File: src/hdl/ssmf_pkg.sv
// Package for the SIP stream message framer: opcodes, result kinds, literal tables.
// Depends on nothing; used by all framer modules.
package ssmf_pkg;

    localparam int unsigned LengthBitsDefault = 31;
    localparam int unsigned CountBits = 21;
    localparam logic [CountBits-1:0] CountMax = '1;
    localparam logic [CountBits-1:0] LimitReset = 21'd65536;
    localparam int unsigned NumLiterals = 4;
    localparam int unsigned QueueDepth = 2;

    localparam logic [1:0] OpData    = 2'd0;
    localparam logic [1:0] OpFlush   = 2'd1;
    localparam logic [1:0] OpDiscard = 2'd2;
    localparam logic [1:0] OpIgnore  = 2'd3;

    localparam logic [1:0] KindMid   = 2'd0;
    localparam logic [1:0] KindLast  = 2'd1;
    localparam logic [1:0] KindDrop  = 2'd2;
    localparam logic [1:0] KindFlush = 2'd3;

    localparam logic [1:0] PhSeek  = 2'd0;
    localparam logic [1:0] PhDigit = 2'd1;
    localparam logic [1:0] PhRead  = 2'd2;
    localparam logic [1:0] PhDone  = 2'd3;

    localparam logic [7:0] ChCr = 8'd13;
    localparam logic [7:0] ChLf = 8'd10;

    // Classified command handed from the front part to the back part.
    typedef struct packed {
        logic [1:0] opcode;
        logic [7:0] data_byte;
        logic       chunk_end;
    } t_cmd;

    function automatic logic [3:0] lit_len(input logic [1:0] idx);
        logic [3:0] r;
        begin
            r = (idx == 2'd3) ? 4'd2 : 4'd15;
            return r;
        end
    endfunction

    function automatic logic [7:0] lit_char(input logic [1:0] idx, input logic [3:0] pos);
        logic [8*15-1:0] s;
        begin
            case (idx)
                2'd0: s = "Content-Length:";
                2'd1: s = "content-length:";
                2'd2: s = "CONTENT-LENGTH:";
                default: s = {104'd0, "l:"};
            endcase
            if (idx == 2'd3) begin
                return (pos == 4'd0) ? 8'h6C : 8'h3A;
            end
            return s[8*(14 - 32'(pos)) +: 8];
        end
    endfunction

endpackage

File: src/hdl/ssmf_front.sv
// Front part of the framer: input handshake, opcode screening and a short command queue.
// Depends on ssmf_pkg.
module ssmf_front
    import ssmf_pkg::*;
(
    input  logic       i_clk,
    input  logic       i_rst_n,
    input  logic       i_valid,
    output logic       o_stall,
    input  logic [1:0] i_opcode,
    input  logic [7:0] i_data_byte,
    input  logic       i_chunk_end,
    output logic       o_cmd_valid,
    output t_cmd       o_cmd,
    input  logic       i_cmd_take
);

    t_cmd r_q [QueueDepth];
    logic r_wp, r_rp;
    logic [1:0] r_cnt;
    logic push, pop;

    // Opcode three has no effect, so it is accepted but never queued.
    assign o_stall     = (r_cnt == 2'(QueueDepth));
    assign push        = i_valid && !o_stall && (i_opcode != OpIgnore);
    assign pop         = o_cmd_valid && i_cmd_take;
    assign o_cmd_valid = (r_cnt != 2'd0);
    assign o_cmd       = r_q[r_rp];

    always_ff @(posedge i_clk) begin
        if (push) begin
            r_q[r_wp] <= '{opcode: i_opcode, data_byte: i_data_byte, chunk_end: i_chunk_end};
        end
        if (!i_rst_n) begin
            r_wp <= 1'b0;
            r_rp <= 1'b0;
            r_cnt <= '0;
        end else begin
            if (push) r_wp <= ~r_wp;
            if (pop) r_rp <= ~r_rp;
            r_cnt <= r_cnt + 2'(push) - 2'(pop);
        end
    end

    a_cnt_bound: assert property (@(posedge i_clk) disable iff (!i_rst_n)
        r_cnt <= 2'(QueueDepth)) else $error("queue overflow");
    a_no_push_full: assert property (@(posedge i_clk) disable iff (!i_rst_n)
        (r_cnt == 2'(QueueDepth)) |-> !push) else $error("push into full queue");
    a_pop_nonempty: assert property (@(posedge i_clk) disable iff (!i_rst_n)
        pop |-> (r_cnt != 2'd0)) else $error("pop from empty queue");

endmodule

File: src/hdl/ssmf_back.sv
// Back part of the framer: literal matchers, terminator search, body counter, result register.
// Depends on ssmf_pkg.
module ssmf_back
    import ssmf_pkg::*;
#(
    parameter int unsigned LENGTH_BITS = LengthBitsDefault
) (
    input  logic                 i_clk,
    input  logic                 i_rst_n,
    input  logic                 i_cmd_valid,
    input  t_cmd                 i_cmd,
    output logic                 o_cmd_take,
    input  logic [CountBits-1:0] i_limit,
    output logic                 o_valid,
    input  logic                 i_stall,
    output logic [7:0]           o_out_byte,
    output logic [1:0]           o_kind
);

    localparam logic [LENGTH_BITS-1:0] LenMax = '1;

    logic [1:0]             r_term, n_term;
    logic [CountBits-1:0]   r_hcnt, n_hcnt;
    logic                   r_in_body, n_in_body;
    logic [LENGTH_BITS-1:0] r_left, n_left;
    logic [3:0]             r_pos [NumLiterals];
    logic [3:0]             n_pos [NumLiterals];
    logic [1:0]             r_ph [NumLiterals];
    logic [1:0]             n_ph [NumLiterals];
    logic [LENGTH_BITS-1:0] r_val [NumLiterals];
    logic [LENGTH_BITS-1:0] n_val [NumLiterals];
    logic                   emit, n_ovalid;
    logic [1:0]             kind;
    logic [7:0]             ob;

    assign o_cmd_take = !o_valid || !i_stall;

    always_comb begin
        logic [7:0] b;
        logic dig;
        logic [3:0] d;
        logic [3:0] p;
        logic [LENGTH_BITS+3:0] prod;
        logic [LENGTH_BITS-1:0] len;
        logic found, done;
        logic [1:0] want;
        b = i_cmd.data_byte;
        dig = (b >= 8'h30) && (b <= 8'h39);
        d = 4'(b - 8'h30);
        n_term = r_term;
        n_hcnt = r_hcnt;
        n_in_body = r_in_body;
        n_left = r_left;
        n_pos = r_pos;
        n_ph = r_ph;
        n_val = r_val;
        emit = 1'b0;
        kind = KindMid;
        ob = b;
        len = '0;
        found = 1'b0;
        done = 1'b0;
        want = 2'd0;
        p = 4'd0;
        prod = '0;
        case (i_cmd.opcode)
            OpFlush: begin
                ob = 8'd0;
                kind = KindFlush;
                emit = (r_hcnt != '0) || r_in_body;
                n_term = '0; n_hcnt = '0; n_in_body = 1'b0; n_left = '0;
                for (int i = 0; i < NumLiterals; i++) begin
                    n_pos[i] = '0; n_ph[i] = PhSeek; n_val[i] = '0;
                end
            end
            OpDiscard: begin
                n_term = '0; n_hcnt = '0; n_in_body = 1'b0; n_left = '0;
                for (int i = 0; i < NumLiterals; i++) begin
                    n_pos[i] = '0; n_ph[i] = PhSeek; n_val[i] = '0;
                end
            end
            OpData: begin
                emit = 1'b1;
                if (r_in_body) begin
                    n_left = (r_left != '0) ? r_left - 1'b1 : r_left;
                    if (n_left == '0) begin
                        n_in_body = 1'b0;
                        kind = KindLast;
                    end
                end else begin
                    if (r_hcnt != CountMax) n_hcnt = r_hcnt + 1'b1;
                    for (int i = 0; i < NumLiterals; i++) begin
                        case (r_ph[i])
                            PhSeek: begin
                                p = (r_pos[i] >= lit_len(2'(i))) ? 4'd0 : r_pos[i];
                                if (b == lit_char(2'(i), p)) begin
                                    p = p + 4'd1;
                                    if (p >= lit_len(2'(i))) begin
                                        n_ph[i] = PhDigit;
                                        p = 4'd0;
                                    end
                                end else if (b == lit_char(2'(i), 4'd0)) begin
                                    p = 4'd1;
                                end else begin
                                    p = 4'd0;
                                end
                                n_pos[i] = p;
                            end
                            PhDigit: begin
                                if (dig) begin
                                    n_val[i] = LENGTH_BITS'(d);
                                    n_ph[i] = PhRead;
                                end
                            end
                            PhRead: begin
                                if (dig) begin
                                    prod = {r_val[i], 3'b000} + {2'b00, r_val[i], 1'b0}
                                           + (LENGTH_BITS+4)'(d);
                                    n_val[i] = (prod > (LENGTH_BITS+4)'(LenMax)) ?
                                               LenMax : prod[LENGTH_BITS-1:0];
                                end else begin
                                    n_ph[i] = PhDone;
                                end
                            end
                            default: ;
                        endcase
                    end
                    want = r_term;
                    if (b == ((want == 2'd0 || want == 2'd2) ? ChCr : ChLf)) begin
                        if (want == 2'd3) begin
                            done = 1'b1;
                            n_term = 2'd0;
                        end else begin
                            n_term = want + 2'd1;
                        end
                    end else begin
                        n_term = (b == ChCr) ? 2'd1 : 2'd0;
                    end
                    if (done) begin
                        for (int i = 0; i < NumLiterals; i++) begin
                            if (!found && n_ph[i] >= PhRead) begin
                                found = 1'b1;
                                len = n_val[i];
                            end
                        end
                        n_term = '0; n_hcnt = '0; n_left = '0;
                        for (int i = 0; i < NumLiterals; i++) begin
                            n_pos[i] = '0; n_ph[i] = PhSeek; n_val[i] = '0;
                        end
                        if (len == '0) begin
                            kind = KindLast;
                        end else begin
                            n_in_body = 1'b1;
                            n_left = len;
                        end
                    end else if (i_cmd.chunk_end && n_hcnt > i_limit) begin
                        kind = KindDrop;
                        n_term = '0; n_hcnt = '0; n_left = '0;
                        for (int i = 0; i < NumLiterals; i++) begin
                            n_pos[i] = '0; n_ph[i] = PhSeek; n_val[i] = '0;
                        end
                    end
                end
            end
            default: ;
        endcase
    end

    always_comb begin
        n_ovalid = o_valid;
        if (!i_stall) n_ovalid = 1'b0;
        if (i_cmd_valid && o_cmd_take && emit) n_ovalid = 1'b1;
    end

    always_ff @(posedge i_clk) begin
        if (i_cmd_valid && o_cmd_take && emit) begin
            o_out_byte <= ob;
            o_kind <= kind;
        end
        if (!i_rst_n) begin
            o_valid <= 1'b0;
            r_term <= '0;
            r_hcnt <= '0;
            r_in_body <= 1'b0;
            r_left <= '0;
            for (int i = 0; i < NumLiterals; i++) begin
                r_pos[i] <= '0; r_ph[i] <= PhSeek; r_val[i] <= '0;
            end
        end else begin
            o_valid <= n_ovalid;
            if (i_cmd_valid && o_cmd_take) begin
                r_term <= n_term;
                r_hcnt <= n_hcnt;
                r_in_body <= n_in_body;
                r_left <= n_left;
                r_pos <= n_pos;
                r_ph <= n_ph;
                r_val <= n_val;
            end
        end
    end

    a_body_nonzero: assert property (@(posedge i_clk) disable iff (!i_rst_n)
        r_in_body |-> (r_left != '0)) else $error("body open with zero count");
    a_body_no_header: assert property (@(posedge i_clk) disable iff (!i_rst_n)
        r_in_body |-> (r_hcnt == '0)) else $error("header count during body");
    a_hold_on_stall: assert property (@(posedge i_clk) disable iff (!i_rst_n)
        (o_valid && i_stall) |=> (o_valid && $stable(o_kind) && $stable(o_out_byte)))
        else $error("result lost under stall");

endmodule

File: src/hdl/sip_stream_message_framer_core.sv
// Top level of the SIP stream message framer: configuration register and the two parts.
// Depends on ssmf_pkg, ssmf_front and ssmf_back.
//
// Usage: one stream byte or command enters per transaction on the input channel
// (i_valid / o_stall). Opcode 0 is a data byte, 1 flushes a pending message and
// 2 discards it. Each data byte comes back as one transaction on the output
// channel (o_valid / i_stall) with a kind: inside message, last byte of message,
// or message dropped when an open header grows past the limit at a chunk end.
// A flush of a pending message returns one marker transaction of kind 3.
// One transaction per cycle passes while the receiver does not stall; the back part
// updates all matchers, the terminator search and the body counter for each byte.
// From input acceptance to result valid, a command passes through the two-entry
// command queue and then the result register. When the receiver stalls, the result
// register holds, the queue fills, and o_stall rises once both queue entries are
// occupied. The user is to write the header limit over i_cfg_valid / o_cfg_ready
// only while idle; the block itself does not enforce this.
// Synchronous reset clears all message state and sets the limit to 65536.
module sip_stream_message_framer_core
    import ssmf_pkg::*;
#(
    parameter int unsigned LENGTH_BITS = LengthBitsDefault
) (
    input  logic                 i_clk,
    input  logic                 i_rst_n,
    input  logic                 i_cfg_valid,
    output logic                 o_cfg_ready,
    input  logic [CountBits-1:0] i_cfg_data,
    input  logic                 i_valid,
    output logic                 o_stall,
    input  logic [1:0]           i_opcode,
    input  logic [7:0]           i_data_byte,
    input  logic                 i_chunk_end,
    output logic                 o_valid,
    input  logic                 i_stall,
    output logic [7:0]           o_out_byte,
    output logic [1:0]           o_kind
);

    logic [CountBits-1:0] r_limit;
    logic cmd_valid, cmd_take;
    t_cmd cmd;

    // The register is always writable.
    assign o_cfg_ready = 1'b1;

    always_ff @(posedge i_clk) begin
        if (!i_rst_n) begin
            r_limit <= LimitReset;
        end else if (i_cfg_valid) begin
            r_limit <= i_cfg_data;
        end
    end

    ssmf_front u_front (
        .i_clk(i_clk), .i_rst_n(i_rst_n),
        .i_valid(i_valid), .o_stall(o_stall),
        .i_opcode(i_opcode), .i_data_byte(i_data_byte), .i_chunk_end(i_chunk_end),
        .o_cmd_valid(cmd_valid), .o_cmd(cmd), .i_cmd_take(cmd_take)
    );

    ssmf_back #(.LENGTH_BITS(LENGTH_BITS)) u_back (
        .i_clk(i_clk), .i_rst_n(i_rst_n),
        .i_cmd_valid(cmd_valid), .i_cmd(cmd), .o_cmd_take(cmd_take),
        .i_limit(r_limit),
        .o_valid(o_valid), .i_stall(i_stall),
        .o_out_byte(o_out_byte), .o_kind(o_kind)
    );

endmodule

File: config.mk
export PLATFORM = sky130hd
export DESIGN_NAME = sip_stream_message_framer_core
export DESIGN_NICKNAME = d
export VERILOG_FILES = /design/src/hdl/ssmf_pkg.sv /design/src/hdl/ssmf_front.sv /design/src/hdl/ssmf_back.sv /design/src/hdl/sip_stream_message_framer_core.sv
export SDC_FILE = /design/constraint.sdc
export NUM_CORES = 1
export LEC_CHECK = 0
export BUFFER_PORTS_ARGS = -buffer_cell sky130_fd_sc_hd__buf_4
export CAP_MARGIN = 20
export CORE_MARGIN = 8
export CORE_UTILIZATION = 33
export CTS_CLUSTER_DIAMETER = 50
export CTS_CLUSTER_SIZE = 28
export DETAILED_ROUTE_END_ITERATION = 7
export PLACE_DENSITY = 0.44
export SLEW_MARGIN = 10
export SYNTH_ARGS = -nofsm -noshare
export SYNTH_HDL_FRONTEND = slang
export SYNTH_HIERARCHICAL = 1
export SYNTH_SLANG_ARGS = --single-unit
File: constraint.sdc
create_clock -name i_clk -period 7.4 [get_ports i_clk]
set_input_delay 1.85 -clock i_clk [delete_from_list [all_inputs] [get_ports i_clk]]
set_output_delay 1.85 -clock i_clk [all_outputs]
set_load 0.005 [all_outputs]
==> results.json <==
{
  "status": "completed",
  "cts_tree": "built",
  "cts_inserted_buffers": 50,
  "fin_hold_ws_ps": 476.6,
  "die_w_microns": 302.6,
  "skew_ps": 41.85,
  "critPathMaxFanout": 11,
  "final_cells": 4676,
  "worstHoldEndpoint": "u_front/r_wp",
  "timing.final.crit_period_ps": 6811,
  "io-pin-count": 50,
  "fill_cells": 8749,
  "clk_pin_slew_worst_paths_ps": 50,
  "cp_data_arrival_time_ps": 7280,
  "cp_top_family": "compound AO/OA/AOI/OAI gates",
  "cts_resized": 0,
  "grt_pass1_wl_microns": 168000,
  "die_area_sq_um": 91570,
  "dr.first_iter.drc_count": 2488,
  "r2r.worst_path.cells": 18,
  "avgRoutedWirePerCell_microns": 23.72,
  "post-route-drc-count": 0,
  "rsz0062_at_grt": "no",
  "tightest_slew_ps": 1210,
  "avgSynthCellArea_sq_um": 7.476,
  "grt_pass1_vias": 26225,
  "wl_microns": 110900,
  "mostFrequentLayoutCells": "a21oi_1 (408), nand2_1 (363), nor2_1 (338)",
  "grt.total_usage": 0.2340,
  "fmax_mhz": 146.8,
  "syn_to_final_growth_pct": 10.80,
  "clock-root-buffer": "clkbuf_16",
  "num_rows": 105,
  "p_per_area_nw_per_um2": 161.2,
  "portBuffers": 48,
  "final-hold-violation-count": 0,
  "crit_required_ps": 7870,
  "min_path_type": "flop to flop",
  "setup_tns_ps": 0,
  "leakage_nw": 12.36,
  "postRouteAntennaNets": 0,
  "syn_area_sq_um": 27110,
  "vias": 27963,
  "synth_seq_cells": 262,
  "synthCells": 3626,
  "clk_path_buf_depth": 3,
  "maxCapViolations": 0,
  "avgViaCountPerCell": 5.980,
  "initial_core_util": 0.3317,
  "seqPwrFrac": 0.313,
  "p_clk_frac": 0.478,
  "yosys.area.top_type": "dfxtp_1",
  "synth-edff-count": 32,
  "p_comb_frac": 0.208,
  "critPathBufInv": 2,
  "synth_top_flop_cell": "dfxtp_1",
  "setup_slack_ps": 588.8,
  "overflow": 0,
  "slowest_delay_ps": 920,
  "vdd_drop_max_mv": 0.1575,
  "critPathCaptureType": "flop",
  "ys_warn_count": 6,
  "rr_endpoint": "u_back/o_kind[0]",
  "ctsHoldBuffers": 0,
  "ys_top_cells_by_area": "dfxtp_1 (17%), ha_1 (14%), a21oi_1 (7.5%)",
  "antenna_found_initial": 1,
  "switching_share": 0.3466,
  "intPower_mw": 3.163,
  "crit_path_top_delay_cell": "a2111oi_1",
  "post-place-ws_ps": 354.2,
  "clkLatencyLatePin_ps": 610,
  "cp_cell_sequence": "mux2_2 > inv_1 > fa_1 > inv_1 > ha_1 > a211oi_1 > o21ai_0 > a21boi_0 > o21ai_1 > nor4b_1 > o21bai_1 > nor3_4 > a31oi_1 > a2111oi_1 > o211a_1 > nand3_1 > nor4_2 > a41o_1",
  "die_y_microns": 302.6,
  "nets": 3911,
  "antennaDiodeCount": 0,
  "layout_commonest_cell": "a21oi_1",
  "yosysSeqAreaShare": 0.2053,
  "holdPathStages": 2,
  "slew_headroom": 0.1901,
  "power_switching_mw": 1.678,
  "crit_path_frequent_cell": "inv_1",
  "core_sq_um": 81720,
  "report.final.slew_viol_count": 0,
  "synth.top_cell.area_share": 0.1699,
  "post-route-period-util": 0.9204,
  "dp_hpwl_microns": 84170,
  "dr.pass1.iters": 6,
  "min-delay-start": "u_front/r_wp",
  "crit_type": "flop to flop",
  "cts.sinks": 262,
  "gp_congestion": 0.9282,
  "drive_above_1_share": 0.08181,
  "dp.cells": 4582,
  "async_reset_ff_frac": 0,
  "ys_types": 115,
  "grt_max_degree": 96,
  "r2r_slack_ps": 590,
  "htree_levels": 2,
  "post-cts-setup-buffers": 0,
  "setup_viol": 0,
  "critPathLaunchType": "flop"
}
==> power by group through the flow <==
| stage | Clock, mW | Sequential [mW] | Combinational, mW |
|---|---|---|---|
| 2_1_floorplan | 0 | 1.54 | 0.587 |
| 3_3_place_gp | 0 | 1.55 | 0.989 |
| 3_5_place_dp | 0 | 1.55 | 0.992 |
| 4_1_cts | 2.37 | 1.52 | 0.994 |
| 5_1_grt | 2.43 | 1.52 | 1.08 |
| 6_report | 2.32 | 1.52 | 1.01 |
==> cell families (layout without fill, tap and decap cells) <==
logic type	count (synthesis)	after routing	share of synthesized area
adder cells (fa/ha/maj)	309	309	0.1448
AND/OR/NAND/NOR	1256	1256	0.2276
other	3	4	0.0004154
buffers and inverters	351	330	0.05446
multiplexers	52	52	0.02017
XOR/XNOR	151	151	0.04879
AO/OA/AOI/OAI	1242	1242	0.2984
flip-flops	262	262	0.2053
==> layout make-up <==
cell class	count	area (sq um)	share of cell area
clock inverters	38	362.8	0.01208
inverters	127	481.7	0.01604
repair buffers	110	848.3	0.02824
well taps	1070	1339	0.04457
flip-flops and latches	262	5565	0.1853
multi-input cells	3014	20140	0.6705
clock buffers	55	1301	0.04332
==> worst reg2reg max path: stages, from the launching register on <==
cell	delay (ps)
dfxtp_1	480
mux2_2	390
inv_1	410
fa_1	500
inv_1	110
ha_1	180
a211oi_1	60
o21ai_0	780
a21boi_0	280
o21ai_1	330
nor4b_1	260
o21bai_1	190
nor3_4	460
a31oi_1	270
a2111oi_1	920
o211a_1	280
nand3_1	90
nor4_2	450
a41o_1	230
==> worst max-delay path by stage <==
stage | start | endpoint | slack (ps) | cells after the start
floorplan | u_back/r_hcnt[3] | u_back/r_val[33] | 1400 | 23
global placement | flop | u_back/o_kind[0] | 490 | 19
detailed placement | flop | u_back/o_kind[0] | 350 | 19
CTS | flop | u_back/o_kind[0] | 320 | 19
global route | u_back/r_hcnt[3] | u_back/r_val[72] | 70 | 24
finish | flop | u_back/o_kind[0] | 590 | 18
==> sequential cells by signal, summed over array words and instances, names as in the netlist, named ones only <==
register,count
u_front/r_q,22
u_front/r_rp,1
u_front/r_wp,1
u_back/r_in_body,1
r_limit,21
u_back/r_pos,16
u_back/o_out_byte,8
u_back/r_val,124
u_back/o_kind,2
u_back/r_left,31
u_back/o_valid,1
u_back/r_term,2
u_front/r_cnt,2
u_back/r_hcnt,21
u_back/r_ph,8
==> stage by stage <==
step / power, mW / utilization / instance area [sq um]
finish: 4.841 / 0.3676 / 30040
CTS: 4.878 / 0.3674 / 30020
detailed placement: 2.539 / 0.3470 / 28350
floorplan: 2.126 / - / 27110
global route: 5.029 / 0.3676 / 30040
global placement: 2.536 / 0.3470 / 28350
==> cells in the mapped netlist (51+ instances only) <==
cell and number:
a21o_1 53, nand3_1 87, a22oi_1 57, and2_1 51
nand2_1 365, nand4_1 56, xnor2_1 89, nor2_1 338
nor3_1 75, clkbuf_1 159, o21ai_0 253, a21oi_1 408
ha_1 301, xor2_1 62, inv_1 126, dfxtp_1 230
==> metal layers <==
metal / vias up / share of wire / global-route usage
li1: 13406 / - / -
met1: 13427 / 0.48 / 0.3390
met2: 957 / 0.43 / 0.3569
met3: 173 / 0.063 / 0.03345
met4: 0 / 0.029 / 0.06784
met5: - / 0 / 0
Power figures use the tool's default switching activity.
